$ cat src/design/rhc_pkg.sv
// Package for the RGB to HSV converter: widths, scale constants, the hue
// sector codes and the work item that travels down the divider chain.
// No dependencies.
package rhc_pkg;

   // Full-scale value of saturation.
   localparam int unsigned SV_FULL_SCALE = 100;

   localparam int unsigned CHAN_W  = 8;
   localparam int unsigned RGB_W   = 3 * CHAN_W;
   localparam int unsigned QUO_W   = 10;
   localparam int unsigned ACC_W   = CHAN_W + QUO_W;
   localparam int unsigned DIV_STEPS = QUO_W;
   localparam int unsigned HUE_W   = 9;
   localparam int unsigned SAT_W   = 10;
   localparam int unsigned HUE_CALC_W = 11;

   localparam int HUE_SCALE = 60;
   localparam int HUE_GREEN = 120;
   localparam int HUE_BLUE  = 240;
   localparam int HUE_WRAP  = 360;

   typedef enum logic [1:0] {
      SECTOR_RED,
      SECTOR_GREEN,
      SECTOR_BLUE
   } rhc_sector_type;

   // One division: the upper CHAN_W bits of acc hold the partial remainder,
   // the lower QUO_W bits hold dividend bits still to come and, from the
   // bottom, the quotient bits already found.
   typedef struct packed {
      logic [ACC_W-1:0]  acc;
      logic [CHAN_W-1:0] divisor;
   } rhc_lane_type;

   typedef struct packed {
      rhc_lane_type      sat;
      rhc_lane_type      hue;
      logic              hue_neg;
      rhc_sector_type    sector;
      logic              sat_zero;
      logic              hue_zero;
      logic [CHAN_W-1:0] bright;
   } rhc_work_type;

endpackage

$ cat src/design/rhc_front.sv
// Entry stage of the converter: splits the colour, finds the largest and
// smallest channel and forms both dividends and divisors.
// Depends on rhc_pkg.
module rhc_front (
   input  logic                             clock,
   input  logic                             reset,
   input  logic                             valid_in,
   input  logic [rhc_pkg::RGB_W-1:0]        color_in,
   input  logic                             ready_down,
   output logic                             ready_up,
   output logic                             valid_ff,
   output rhc_pkg::rhc_work_type            work_ff
);
   import rhc_pkg::*;

   logic [CHAN_W-1:0] red;
   logic [CHAN_W-1:0] grn;
   logic [CHAN_W-1:0] blu;
   logic [CHAN_W-1:0] hi;
   logic [CHAN_W-1:0] lo;
   logic [CHAN_W-1:0] span;
   logic [CHAN_W-1:0] op_a;
   logic [CHAN_W-1:0] op_b;
   logic [CHAN_W-1:0] mag;
   rhc_sector_type    sector;
   rhc_work_type      work_in;

   assign red = color_in[3*CHAN_W-1:2*CHAN_W];
   assign grn = color_in[2*CHAN_W-1:CHAN_W];
   assign blu = color_in[CHAN_W-1:0];

   always_comb begin
      hi = red;
      if (grn > hi) begin
         hi = grn;
      end
      if (blu > hi) begin
         hi = blu;
      end
      lo = red;
      if (grn < lo) begin
         lo = grn;
      end
      if (blu < lo) begin
         lo = blu;
      end
      span = hi - lo;

      // Ties go to red first, then green.
      if (hi == red) begin
         sector = SECTOR_RED;
      end else if (hi == grn) begin
         sector = SECTOR_GREEN;
      end else begin
         sector = SECTOR_BLUE;
      end

      case (sector)
         SECTOR_RED: begin
            op_a = grn;
            op_b = blu;
         end
         SECTOR_GREEN: begin
            op_a = blu;
            op_b = red;
         end
         default: begin
            op_a = red;
            op_b = grn;
         end
      endcase
      mag = (op_a < op_b) ? (op_b - op_a) : (op_a - op_b);

      work_in.sat.acc     = ACC_W'(span) * ACC_W'(SV_FULL_SCALE);
      work_in.sat.divisor = hi;
      work_in.hue.acc     = ACC_W'(mag) * ACC_W'(HUE_SCALE);
      work_in.hue.divisor = span;
      work_in.hue_neg     = (op_a < op_b);
      work_in.sector      = sector;
      work_in.sat_zero    = (hi == '0);
      work_in.hue_zero    = (span == '0);
      work_in.bright      = hi;
   end

   assign ready_up = !valid_ff || ready_down;

   always_ff @(posedge clock) begin
      if (reset) begin
         valid_ff <= 1'b0;
      end else if (ready_up) begin
         valid_ff <= valid_in;
      end
   end

   always_ff @(posedge clock) begin
      if (ready_up && valid_in) begin
         work_ff <= work_in;
      end
   end

endmodule

$ cat src/design/rhc_div_cell.sv
// One cell of the divider chain: finds one quotient bit of the saturation
// division and one of the hue division, then hands the item on.
// Depends on rhc_pkg.
module rhc_div_cell (
   input  logic                  clock,
   input  logic                  reset,
   input  logic                  valid_in,
   input  rhc_pkg::rhc_work_type work_prev,
   input  logic                  ready_down,
   output logic                  ready_up,
   output logic                  valid_ff,
   output rhc_pkg::rhc_work_type work_ff
);
   import rhc_pkg::*;

   rhc_work_type work_in;

   // Restoring step: bring down the next dividend bit, subtract when it fits.
   function automatic rhc_lane_type div_step(input rhc_lane_type lane);
      logic [CHAN_W:0]   trial;
      logic [CHAN_W:0]   diff;
      logic              fits;
      logic [CHAN_W-1:0] rem;
      rhc_lane_type      res;
      trial = {lane.acc[ACC_W-1:QUO_W], lane.acc[QUO_W-1]};
      diff  = trial - {1'b0, lane.divisor};
      fits  = (trial >= {1'b0, lane.divisor});
      rem   = fits ? diff[CHAN_W-1:0] : trial[CHAN_W-1:0];
      res.acc     = {rem, lane.acc[QUO_W-2:0], fits};
      res.divisor = lane.divisor;
      return res;
   endfunction

   always_comb begin
      work_in     = work_prev;
      work_in.sat = div_step(work_prev.sat);
      work_in.hue = div_step(work_prev.hue);
   end

   assign ready_up = !valid_ff || ready_down;

   always_ff @(posedge clock) begin
      if (reset) begin
         valid_ff <= 1'b0;
      end else if (ready_up) begin
         valid_ff <= valid_in;
      end
   end

   always_ff @(posedge clock) begin
      if (ready_up && valid_in) begin
         work_ff <= work_in;
      end
   end

endmodule

$ cat src/design/rgb_to_hsv_convert_top.sv
// Integer RGB to HSV converter: entry stage, a row of divider cells with
// one quotient bit per cell, and a registered output stage that fixes hue.
// Path from an accepted beat to its result on rsp_valid: entry stage,
// DIV_STEPS = 10 divider cells, output register.
// Throughput: one beat per cycle; each stage holds its own beat, so the
// input keeps flowing until the chain fills behind a stalled result.
// Reset: synchronous, clears every stage's valid bit; no payload reset.
module rgb_to_hsv_convert_top (
   input  logic                          clock,
   input  logic                          reset,
   input  logic                          req_valid,
   output logic                          req_stall,
   input  logic [rhc_pkg::RGB_W-1:0]     req_color_rgb,
   output logic                          rsp_valid,
   input  logic                          rsp_stall,
   output logic [rhc_pkg::HUE_W-1:0]     rsp_hue,
   output logic [rhc_pkg::SAT_W-1:0]     rsp_saturation,
   output logic [rhc_pkg::CHAN_W-1:0]    rsp_brightness
);
   import rhc_pkg::*;

   logic         stage_valid [0:DIV_STEPS];
   rhc_work_type stage_work  [0:DIV_STEPS];
   logic         down_ready  [0:DIV_STEPS];
   logic         front_ready;

   logic                         rsp_valid_ff;
   logic [HUE_W-1:0]             rsp_hue_ff;
   logic [SAT_W-1:0]             rsp_saturation_ff;
   logic [CHAN_W-1:0]            rsp_brightness_ff;
   logic [HUE_W-1:0]             rsp_hue_in;
   logic [SAT_W-1:0]             rsp_saturation_in;
   logic                         out_ready;
   logic signed [HUE_CALC_W-1:0] hue_raw;
   logic signed [HUE_CALC_W-1:0] hue_wrapped;
   logic [QUO_W-1:0]             hue_quo;
   rhc_work_type                 last_work;

   rhc_front u_front (
      .clock      (clock),
      .reset      (reset),
      .valid_in   (req_valid),
      .color_in   (req_color_rgb),
      .ready_down (down_ready[0]),
      .ready_up   (front_ready),
      .valid_ff   (stage_valid[0]),
      .work_ff    (stage_work[0])
   );

   assign req_stall = !front_ready;

   for (genvar i = 0; i < DIV_STEPS; i++) begin : g_cell
      rhc_div_cell u_cell (
         .clock      (clock),
         .reset      (reset),
         .valid_in   (stage_valid[i]),
         .work_prev  (stage_work[i]),
         .ready_down (down_ready[i+1]),
         .ready_up   (down_ready[i]),
         .valid_ff   (stage_valid[i+1]),
         .work_ff    (stage_work[i+1])
      );
   end

   assign out_ready            = !rsp_valid_ff || !rsp_stall;
   assign down_ready[DIV_STEPS] = out_ready;
   assign last_work            = stage_work[DIV_STEPS];

   // The quotient magnitude is at most 60, so the sector offset and one
   // wrap by a full turn bring the hue into range.
   always_comb begin
      hue_quo = last_work.hue.acc[QUO_W-1:0];
      if (last_work.hue_neg) begin
         hue_raw = -$signed({1'b0, hue_quo});
      end else begin
         hue_raw = $signed({1'b0, hue_quo});
      end
      case (last_work.sector)
         SECTOR_GREEN: hue_raw = hue_raw + HUE_CALC_W'(HUE_GREEN);
         SECTOR_BLUE:  hue_raw = hue_raw + HUE_CALC_W'(HUE_BLUE);
         default:      hue_raw = hue_raw;
      endcase
      if (hue_raw < 0) begin
         hue_wrapped = hue_raw + HUE_CALC_W'(HUE_WRAP);
      end else begin
         hue_wrapped = hue_raw;
      end
      rsp_hue_in = last_work.hue_zero ? '0 : hue_wrapped[HUE_W-1:0];
      rsp_saturation_in = last_work.sat_zero ? '0 : last_work.sat.acc[SAT_W-1:0];
   end

   always_ff @(posedge clock) begin
      if (reset) begin
         rsp_valid_ff <= 1'b0;
      end else if (out_ready) begin
         rsp_valid_ff <= stage_valid[DIV_STEPS];
      end
   end

   always_ff @(posedge clock) begin
      if (out_ready && stage_valid[DIV_STEPS]) begin
         rsp_hue_ff        <= rsp_hue_in;
         rsp_saturation_ff <= rsp_saturation_in;
         rsp_brightness_ff <= last_work.bright;
      end
   end

   assign rsp_valid      = rsp_valid_ff;
   assign rsp_hue        = rsp_hue_ff;
   assign rsp_saturation = rsp_saturation_ff;
   assign rsp_brightness = rsp_brightness_ff;

endmodule

$ cat config.mk
export PLATFORM = sky130hd
export DESIGN_NAME = rgb_to_hsv_convert_top
export DESIGN_NICKNAME = d
export VERILOG_FILES = /design/src/design/rhc_pkg.sv /design/src/design/rhc_front.sv /design/src/design/rhc_div_cell.sv /design/src/design/rgb_to_hsv_convert_top.sv
export SDC_FILE = /design/constraint.sdc
export NUM_CORES = 1
export LEC_CHECK = 0
export BUFFER_PORTS_ARGS = -buffer_cell sky130_fd_sc_hd__buf_2
export CAP_MARGIN = 15
export CORE_UTILIZATION = 45
export CTS_CLUSTER_SIZE = 10
export DETAILED_ROUTE_END_ITERATION = 8
export GPL_TIMING_DRIVEN = 0
export HOLD_SLACK_MARGIN = 0.02
export SLEW_MARGIN = 20
export SYNTH_ARGS = -nofsm -noshare
export SYNTH_HDL_FRONTEND = slang
export SYNTH_SLANG_ARGS = --single-unit
$ cat constraint.sdc
create_clock -name clock -period 8.97 [get_ports clock]
set_input_delay 0.4485 -clock clock [delete_from_list [all_inputs] [get_ports clock]]
set_output_delay 0.4485 -clock clock [all_outputs]
set_load 0.05 [all_outputs]
==> results.md, run 1 <==
- Worst EP arrival: roughly 9000 ps
- Crit start category: input port
- Largest net degree at the start of global routing: 33
- Htree depth: 3
- Core Area: approximately 65000 um^2
- Reg2reg end: rsp_hue[8]$_SDFFCE_PP0P_
- Leakage: between 10 and 15 nW
- Dpl cells: 3292
- Antenna violations before repair: 0
- Setup TNS: 0 ps
- First-pass GRT wire length: roughly 83000 um
- Hold Fails Final Rpt: 0
- R2R depth: 14
- Fin cells: between 3000 and 4000
- Yosys cell types: just over 70
- F_max: roughly 110 MHz
- Min Tclk post-route: between 8000 and 9000 ps
- CTS Sinks: about 580
- Largest area contributor in the netlist: edfxtp_1
- Initial Util: between 40 and 50%
- CP max stage delay: roughly 560 ps
- # nets final: 2869
- Vias in the first global route: ~18000
- Die area: between 60000 and 70000 um^2
- Sequential element share of the synthesized area: slightly below 60%
- Critical path peak fanout: 8
- Area of the mapped netlist: between 20000 and 30000 um^2
- Most used DFF post-synth: edfxtp_1
- Critical Path Sink Type: flop
- Reg clk slew, reported paths: 50 ps
- WS Path Type: in2reg
- Post-DR vias/cell: a little over 5
- CP max-delay cell: fa_1
- Worst skew pair latency: just under 600 ps
- Top cells by area, synth: edfxtp_1 57%, ha_1 11%, inv_1 3.5%
- Crit path top cell by count: ha_4
- HPWL after DPL: approximately 39000 um
- Peak VDD IR: around 0.00041 V
- Top cell type's share of synthesized area: about 57%
- Syn_nets: around 2700
- CTS Buffer Depth: 3
- CTS tree: done
- Hold/Removal Path Class: in2reg
- CTS Root Cell: clkbuf_16
- I/O pins: 57
- Worst reg2reg path startpoint: g_cell[9].u_cell.work_ff[21]$_DFFE_PP_
- Critical path startpoint: req_color_rgb[17]
- Rel. slew slack: 50.1%
- Status: finished clean
- Power per cell area: 285 nW/um^2
- Die width: about 260 um
- Critical path required time: slightly above 9000 ps
- DRT Wirelength: 51000 um
- Layout Skew: 18.2 ps
- Drt pass-1 iters: 5
- GR Overflow Total: 0
- Max-Cap Viols: 0
- Ys async rst share: 0%
- Die H: 259 um
- Slew @ Worst Pin: ~750 ps
- RD Place Congestion: a little over 0.8
- I/O Buffers: 50
- Fin crit share: 97.1%
- Vias after detailed routing: roughly 18000
- Synthesis warning total: 0
- Layout cells sized above 1: between 10% and 20%
- Syn Area/Cell: ~13 um^2
- WL per Instance: around 15 um
- Total CTS buffers: between 60 and 70
- ANT nets after route: 0
- Setup crit end: u_front.work_ff[34]$_DFFE_PP_
- # diodes: 0
- DRC viols: 0
- Setup violators final: 0
- Max Transition Viols Final: 0
- Post-Syn Instances: 2370
- FF-to-FF setup slack: between 5000 and 6000 ps
- GR Util All Layers: around 15%
- Row cnt: 93
- Post-synth EDFFs: about 560
- Initial drt markers: about 750
- Area Overhead vs Synth: 15.6%
- Yosys reg bits: roughly 580
## state kept, by name, summed over array words and instances (netlist names)
| register | cells |
|---|---|
| u_front.valid_ff | 1 |
| g_cell.u_cell.valid_ff | 10 |
| rsp_saturation | 10 |
| g_cell.u_cell.work_ff | 494 |
| rsp_brightness | 8 |
| u_front.work_ff | 43 |
| rsp_hue | 9 |
| rsp_valid | 1 |
## worst min path at each step
stage / startpoint / end / slack (ps) / cells past startpoint
finish: req_valid / u_front.valid_ff$_SDFFE_PP0N_ / 80 / 3
global route: req_valid / u_front.valid_ff$_SDFFE_PP0N_ / 100 / 3
CTS: req_valid / u_front.valid_ff$_SDFFE_PP0N_ / 50 / 3
detailed placement: u_front.work_ff[10]$_DFFE_PP_ / g_cell[0].u_cell.work_ff[10]$_DFFE_PP_ / 400 / 0
global placement: g_cell[6].u_cell.work_ff[24]$_DFFE_PP_ / g_cell[7].u_cell.work_ff[25]$_DFFE_PP_ / 400 / 0
floorplan: u_front.work_ff[10]$_DFFE_PP_ / g_cell[0].u_cell.work_ff[10]$_DFFE_PP_ / 400 / 0
## layout make-up
| type | instances | area [um^2] |
|---|---|---|
| Fill cell | 5422 | 30500 |
| Inverter | 274 | 1030 |
| Timing Repair Buffer | 114 | 1050 |
| Tap cell | 855 | 1070 |
| Multi-Input combinational cell | 1467 | 12000 |
| Sequential cell | 576 | 17200 |
| Buffer | 52 | 285 |
| Clock buffer | 79 | 1770 |
| Clock inverter | 8 | 76.3 |
## cells by family after synthesis
logic type	Yosys count	synth area share, %
compound gates	463	9.63
flops	576	57.7
buf+inv	327	4.15
simple gates	469	7.64
fa+ha+maj	289	13.0
xor+xnor	148	4.38
mux	98	3.52
## repair_timing
action,4_1_cts,5_1_grt
hold buffers,1,0
setup endpoints to repair,7,5
resized for setup,42,92
setup buffers,18,27
pin swaps,12,41
gates cloned,1,0
hold endpoints to repair,2,0
## metal layers
layer  wire length, um  GRT usage (%)
met1             20700           16.2
met2             26900           28.5
met3              1420           2.14
met4              2060           8.24
met5                 0              0
## synth_stat cells, types with 6 or more instances
cell type,number
fa_1,35
buf_1,6
a21oi_1,173
a2bb2oi_1,18
xnor2_1,105
a21boi_0,37
nand2b_1,45
edfxtp_1,564
nor2_1,199
o21ai_0,114
dfxtp_1,12
nand4_1,37
nand2_1,59
nor2b_1,64
o21bai_1,16
mux2i_1,43
nand3_1,10
xor2_1,42
a21o_1,28
a211oi_1,24
clkbuf_1,40
ha_1,253
inv_1,274
o21a_1,9
mux2_1,20
nor3_1,26
mux2_2,35
## cell usage in the layout (no fill, tap or decap), drive strengths merged, types with 43 or more instances in the layout
cell type  instances
nor2             200
edfxtp           564
nand2             59
mux2i             43
a21oi            173
o21ai            117
mux2              55
xor2              43
xnor2            105
inv              277
nand2b            45
buf              127
nor2b             64
ha               253
clkbuf           117
## through the flow
stage	total power, mW	utilization (%)	hold WS [ps]	cell area [um^2]	setup WS [ps]
final	9.82	53.1	82.7	34400	262
after global routing	10.5	53.1	101	34400	-101
after CTS	9.48	52.1	45.1	33800	10.9
after detailed placement	6.90	48.8	405	31700	-1630
after global placement	6.79	48.0	401	31100	-1460
after floorplan	6.17	-	400	29800	7.33
## critical path, delay by kind of cell
kind                     cells  cell delay [ps]
adder cells (fa/ha/maj)      6             2240
XOR/XNOR                     2              300
multiplexers                 4             1190
AO/OA/AOI/OAI               16             2930
buffers and inverters       10             1100
AND/OR/NAND/NOR              6              800
## power by group
part	leakage (nW)	switching (mW)	total, mW	internal, mW
registers	5.27	0.0660	3.41	3.34
clock network	0.905	0.960	2.35	1.39
logic	7.35	2.11	4.07	1.95
No activity file was read; power rests on OpenSTA's default activity.
==> run 2: changes to the inputs <==
--- a/config.mk
+++ b/config.mk
@@ -12,6 +12,8 @@
 export DETAILED_ROUTE_END_ITERATION = 8
 export GPL_TIMING_DRIVEN = 0
 export HOLD_SLACK_MARGIN = 0.02
+export MAX_ROUTING_LAYER = met4
+export SETUP_SLACK_MARGIN = 0.02
 export SLEW_MARGIN = 20
 export SYNTH_ARGS = -nofsm -noshare
 export SYNTH_HDL_FRONTEND = slang
==> run 2 against run 1 <==
  * Register-to-register slack hardly changed
  * Clock power about the same
  * Final cell count fell by 0.20%
  * Die area did not move
  * Via count is essentially flat
  * Design area decreased by 0.32%
  * Non-clock buffer count shrank 14
  * Worst setup slack worse by 44 ps
  * Critical path type unchanged
  * Core utilization decreased by 0.17 points
==> results.md, run 2 (same netlist as run 1, synthesis figures left out) <==
- Largest register FFs: 494
- M2 GR Usage: 29.5%
- RD Place Congestion: approximately 0.85
- Peak VDD IR: roughly 0.00038 V
- CTS Root Cell: clkbuf_16
- Min Tclk post-route: roughly 8800 ps
- Critical path required time: 9290 ps
- Antenna violations before repair: 0
- Initial drt markers: 744
- Final core occ: between 50% and 60%
- I/O pins: 57
- WS Path Type: in2reg
- Leakage: approximately 13 nW
- I/O Buffers: 50
- CTS Buffer Depth: 3
- Die area: ~67000 um^2
- Rel. slew slack: ~47%
- CP max-delay cell: fa_1
- Core Area: 64900 um^2
- CP max stage delay: around 530 ps
- M1 GR Usage: about 17%
- Setup TNS: 0 ps
- GR Overflow Total: 0
- Critical path buffer and inverter count: 8
- Worst skew pair latency: 580 ps
- Fill cells: approximately 5500
- Commonest non-fill, non-tap cell in the layout: edfxtp_1
- Total power: about 9.5 mW
- DRC viols: 0
- Initial Util: 45.9%
- Critical Path Sink Type: flop
- Largest net degree at the start of global routing: 33
- Row cnt: between 90 and 100
- GR Layer Usage met3: approximately 2.2%
- Layout Skew: roughly 21 ps
- HPWL after DPL: between 30000 and 40000 um
- DRT Wirelength: 51600 um
- Max Transition Viols Final: 0
- Post-DR vias/cell: between 5 and 6
- Hold Fails Final Rpt: 0
- Vias in the first global route: approximately 18000
- Htree depth: 3
- Commonest non-fill, non-tap cells in the layout: 564 x edfxtp_1, 270 x inv_1, 243 x ha_1
- # nets final: 2855
- Worst EP arrival: between 9000 and 10000 ps
- Vias after detailed routing: about 18000
- Max-Cap Viols: 0
- Crit path top cell by count: a21oi_2
- CTS Sinks: 576
- Critical path peak fanout: 8
- Crit start category: input port
- Reg clk slew, reported paths: 50 ps
- Biggest regs: g_cell.u_cell.work_ff: 494 flops, u_front.work_ff: 43 flops
- Family with the most delay on the worst path: compound AO/OA/AOI/OAI gates
- Die width: ~260 um
- CTS tree: done
- Layout cells sized above 1: 12.2%
- Fin cells: 3418
- GR Util All Layers: around 16%
- # diodes: 0
- Total CTS buffers: 68
- Setup violators final: 0
- Power per cell area: ~280 nW/um^2
- Most flop-heavy register: g_cell.u_cell.work_ff
- First-pass GRT wire length: roughly 85000 um
- Status: finished clean
- Die H: between 200 and 300 um
- Hold/Removal Path Class: in2reg
- Grt peak-use layer: met2
- Drt pass-1 iters: 5
- Slew @ Worst Pin: ~800 ps
- ANT nets after route: 0
- Fin crit share: between 90% and 100%
- F_max: between 100 and 150 MHz
- WL per Instance: around 15 um
- Dpl cells: roughly 3300
- Area Overhead vs Synth: 15.3%
## run 2: cell types whose count changed in the layout (fill, tap and decap cells not counted), sizes merged
cell         delta
buf            -15
clkbuf         +11
clkinv          -3
dlygate4sd3     -1
inv             +1
## run 2: worst paths after layout
| check | from | to | slack, ps | cells after the start |
|---|---|---|---|---|
| max | req_color_rgb[19] | u_front.work_ff[34]$_DFFE_PP_ | 220 | 43 |
| min | reset | g_cell[5].u_cell.valid_ff$_SDFFE_PP0P_ | 70 | 2 |
| max reg2reg | g_cell[9].u_cell.work_ff[21]$_DFFE_PP_ | rsp_hue[8]$_SDFFCE_PP0P_ | 5090 | 14 |
| min reg2reg | g_cell[7].u_cell.work_ff[53]$_DFFE_PP_ | g_cell[8].u_cell.work_ff[54]$_DFFE_PP_ | 410 | 0 |
## run 2: routing by layer
layer  wire, um  share of wire [%]
met1      20900                 40
met2      27600                 53
met3       1530                3.0
met4       1620                3.1
met5          0                  0
## run 2: stage by stage
step           area (um^2)  worst slack [ps]  hold slack, ps
4_1_cts              33900              31.2            22.5
2_1_floorplan        29800              32.6             400
5_1_grt              34300              -140            42.6
3_5_place_dp         31700             -1500             405
3_3_place_gp         31100             -1390             402
6_report             34300               218            68.1
## run 2: repair_timing
item | 4_1_cts | 5_1_grt
pin swaps | 14 | 35
setup buffers | 15 | 16
cloned | 1 | 0
hold buffers | 0 | 0
endpoints found under the setup margin | 7 | 6
resized for setup | 45 | 75
## run 2: report_power, final
part	total, mW	switching [mW]	internal, mW
Sequential	3.41	0.0671	3.34
Combinational	3.71	1.99	1.73
Clock	2.38	0.964	1.42
## run 2: cell type report
| cell class | instances | area (um^2) | share of cell area, % |
|---|---|---|---|
| sequential | 576 | 17200 | 50.0 |
| multi-input combinational | 1467 | 11900 | 34.8 |
| clock buffer | 88 | 1830 | 5.33 |
| tap | 855 | 1070 | 3.12 |
| inverter | 274 | 1030 | 3.00 |
| timing repair buffer | 99 | 940 | 2.74 |
| buffer | 53 | 287 | 0.834 |
| clock inverter | 6 | 56.3 | 0.164 |
==> run 3: changes to the inputs <==
--- a/config.mk
+++ b/config.mk
@@ -7,6 +7,7 @@
 export LEC_CHECK = 0
 export BUFFER_PORTS_ARGS = -buffer_cell sky130_fd_sc_hd__buf_2
 export CAP_MARGIN = 15
+export CORE_ASPECT_RATIO = 2
 export CORE_UTILIZATION = 45
 export CTS_CLUSTER_SIZE = 10
 export DETAILED_ROUTE_END_ITERATION = 8
==> run 3 against run 2 <==
  * Combinational power rose by 17%
  * Largest power group unchanged
  * Design area rose by 1.1%
  * Power rose by 7.0%
  * Critical endpoint unchanged
  * Flip-flop and latch count did not move
==> results.md, run 3 (same netlist as run 1, synthesis figures left out) <==
- Setup violators final: 0
- GR Util All Layers: between 10% and 20%
- Biggest regs: g_cell.u_cell.work_ff: 494 flops, u_front.work_ff: 43 flops
- # diodes: 0
- DRT met1 WL: 15500 um
- DRT Wirelength: ~57000 um
- Htree depth: 3
- Min Tclk post-route: 8780 ps
- CTS Buffer Depth: 3
- Commonest non-fill, non-tap cells in the layout: 564 x edfxtp_1, 267 x inv_1, 235 x ha_1
- Power per cell area: 293 nW/um^2
- Hold/Removal Path Class: in2reg
- Die width: ~180 um
- Area Overhead vs Synth: 16.5%
- Initial drt markers: ~630
- CP max stage delay: 450 ps
- Post-DR vias/cell: 5.22
- Total CTS buffers: 67
- Layout cells sized above 1: between 10% and 20%
- RD Place Congestion: 0.890
- Leakage: 13.6 nW
- Worst skew pair latency: around 600 ps
- Uppermost layer routed: met4
- Post-route cell area: ~35000 um^2
- WL per Instance: roughly 16 um
- WS Path Type: in2reg
- Worst EP arrival: 9100 ps
- GR Overflow Total: 0
- CTS Sinks: 576
- Critical path required time: 9290 ps
- Fin crit share: slightly below 100%
- Die H: ~370 um
- F_max: 114 MHz
- Row cnt: 133
- CP max-delay cell: fa_1
- Drt pass-1 iters: 5
- Critical Path Sink Type: flop
- Vias after detailed routing: ~18000
- Die area: around 67000 um^2
- Met3 WL: 1380 um
- Rel. slew slack: approximately 47%
- Met2 Wirelength: 36300 um
- Max Transition Viols Final: 0
- Reg clk slew, reported paths: ~60 ps
- Layout Skew: 27.5 ps
- Most flop-heavy register: g_cell.u_cell.work_ff
- Hold Slack: just over 70 ps
- Antenna violations before repair: 0
- Placement Cell Area: 31700 um^2
- Peak VDD IR: between 0.0003 and 0.0004 V
- Crit path top cell by count: buf_6
- Core Area: around 66000 um^2
- HPWL after DPL: roughly 44000 um
- First-pass GRT wire length: 91800 um
- RSZ-0062 raised after global routing: yes
- Max-Cap Viols: 0
- Slew @ Worst Pin: about 800 ps
- Hold Fails Final Rpt: 0
- DRC viols: 0
- ANT nets after route: 0
- Initial Util: ~45%
- # nets final: about 2900
- Vias in the first global route: between 15000 and 20000
- Status: finished clean
- CTS Root Cell: clkbuf_16
- I/O pins: 57
- Largest net degree at the start of global routing: 33
- CTS tree: done
- Commonest non-fill, non-tap cell in the layout: edfxtp_1
- I/O Buffers: 50
- Crit start category: input port
- Largest register FFs: between 400 and 500
- Critical path peak fanout: 10
## run 3: cell types whose count changed in the layout (fill, tap and decap cells not counted), sizes merged
cell         previous run  this run
bufinv                  0         1
clkinv                  2         3
clkbuf                128       120
dlygate4sd3             0         1
buf                   112       137
inv                   278       277
## run 3: timing repair
action                                  4_1_cts  5_1_grt
hold buffers                                  1        0
pin swaps                                    31       43
setup buffers                                44       15
resized for setup                            77       63
endpoints found under the hold margin         2        0
endpoints found under the setup margin        8        4
## run 3: worst max-delay path: cells and delay by family
| family | cells | cell delay [ps] |
|---|---|---|
| xor gates and xnor gates | 2 | 300 |
| AOI/OAI and AO/OA | 18 | 3170 |
| muxes | 4 | 1200 |
| adders and majority gates | 7 | 2200 |
| and+or+nand+nor | 5 | 750 |
| buffers and inverters | 7 | 1030 |
## run 3: layout make-up
cell class	instances	area, um^2
buffer	52	283
clock buffer	79	1740
clock inverter	7	141
fill	5566	30900
inverter	274	1040
multi-input combinational	1467	12100
sequential	576	17200
tap	877	1100
timing repair buffer	127	1160
## run 3: metrics by stage
stage	cells	worst slack, ps	power, mW	utilization, %	TNS (ps)
after floorplan	2370	32.6	6.17	-	0
after global placement	3297	-1720	6.82	47.5	-9380
after detailed placement	3314	-1880	6.97	48.4	-10420
after CTS	3445	27.4	9.85	52.3	0
after global routing	3459	-87.0	10.9	52.9	-163
final	3459	189	10.2	52.9	0
## run 3: final timing paths
check,startpoint,endpoint,slack [ps],depth (start not counted)
hold reg to reg,g_cell[3].u_cell.work_ff[8]$_DFFE_PP_,g_cell[4].u_cell.work_ff[8]$_DFFE_PP_,400,0
setup reg to reg,g_cell[9].u_cell.work_ff[21]$_DFFE_PP_,rsp_hue[8]$_SDFFCE_PP0P_,4970,14
hold / removal,req_valid,u_front.valid_ff$_SDFFE_PP0N_,70,3
setup / recovery,req_color_rgb[9],u_front.work_ff[34]$_DFFE_PP_,190,43
## run 3: report_power, final
part | switching, mW | leakage (nW) | internal (mW) | total (mW)
Combinational | 2.23 | 7.43 | 2.12 | 4.35
Sequential | 0.0665 | 5.27 | 3.34 | 3.41
Clock | 1.01 | 0.914 | 1.40 | 2.41
Total | 3.30 | 13.6 | 6.87 | 10.2
## run 3: routing by layer
| metal | track usage, % | up-vias |
|---|---|---|
| met5 | - | - |
| met4 | 12.1 | 0 |
| met3 | 2.33 | 164 |
| met2 | 38.7 | 296 |
| met1 | 12.0 | 8739 |
| li1 | - | 8870 |
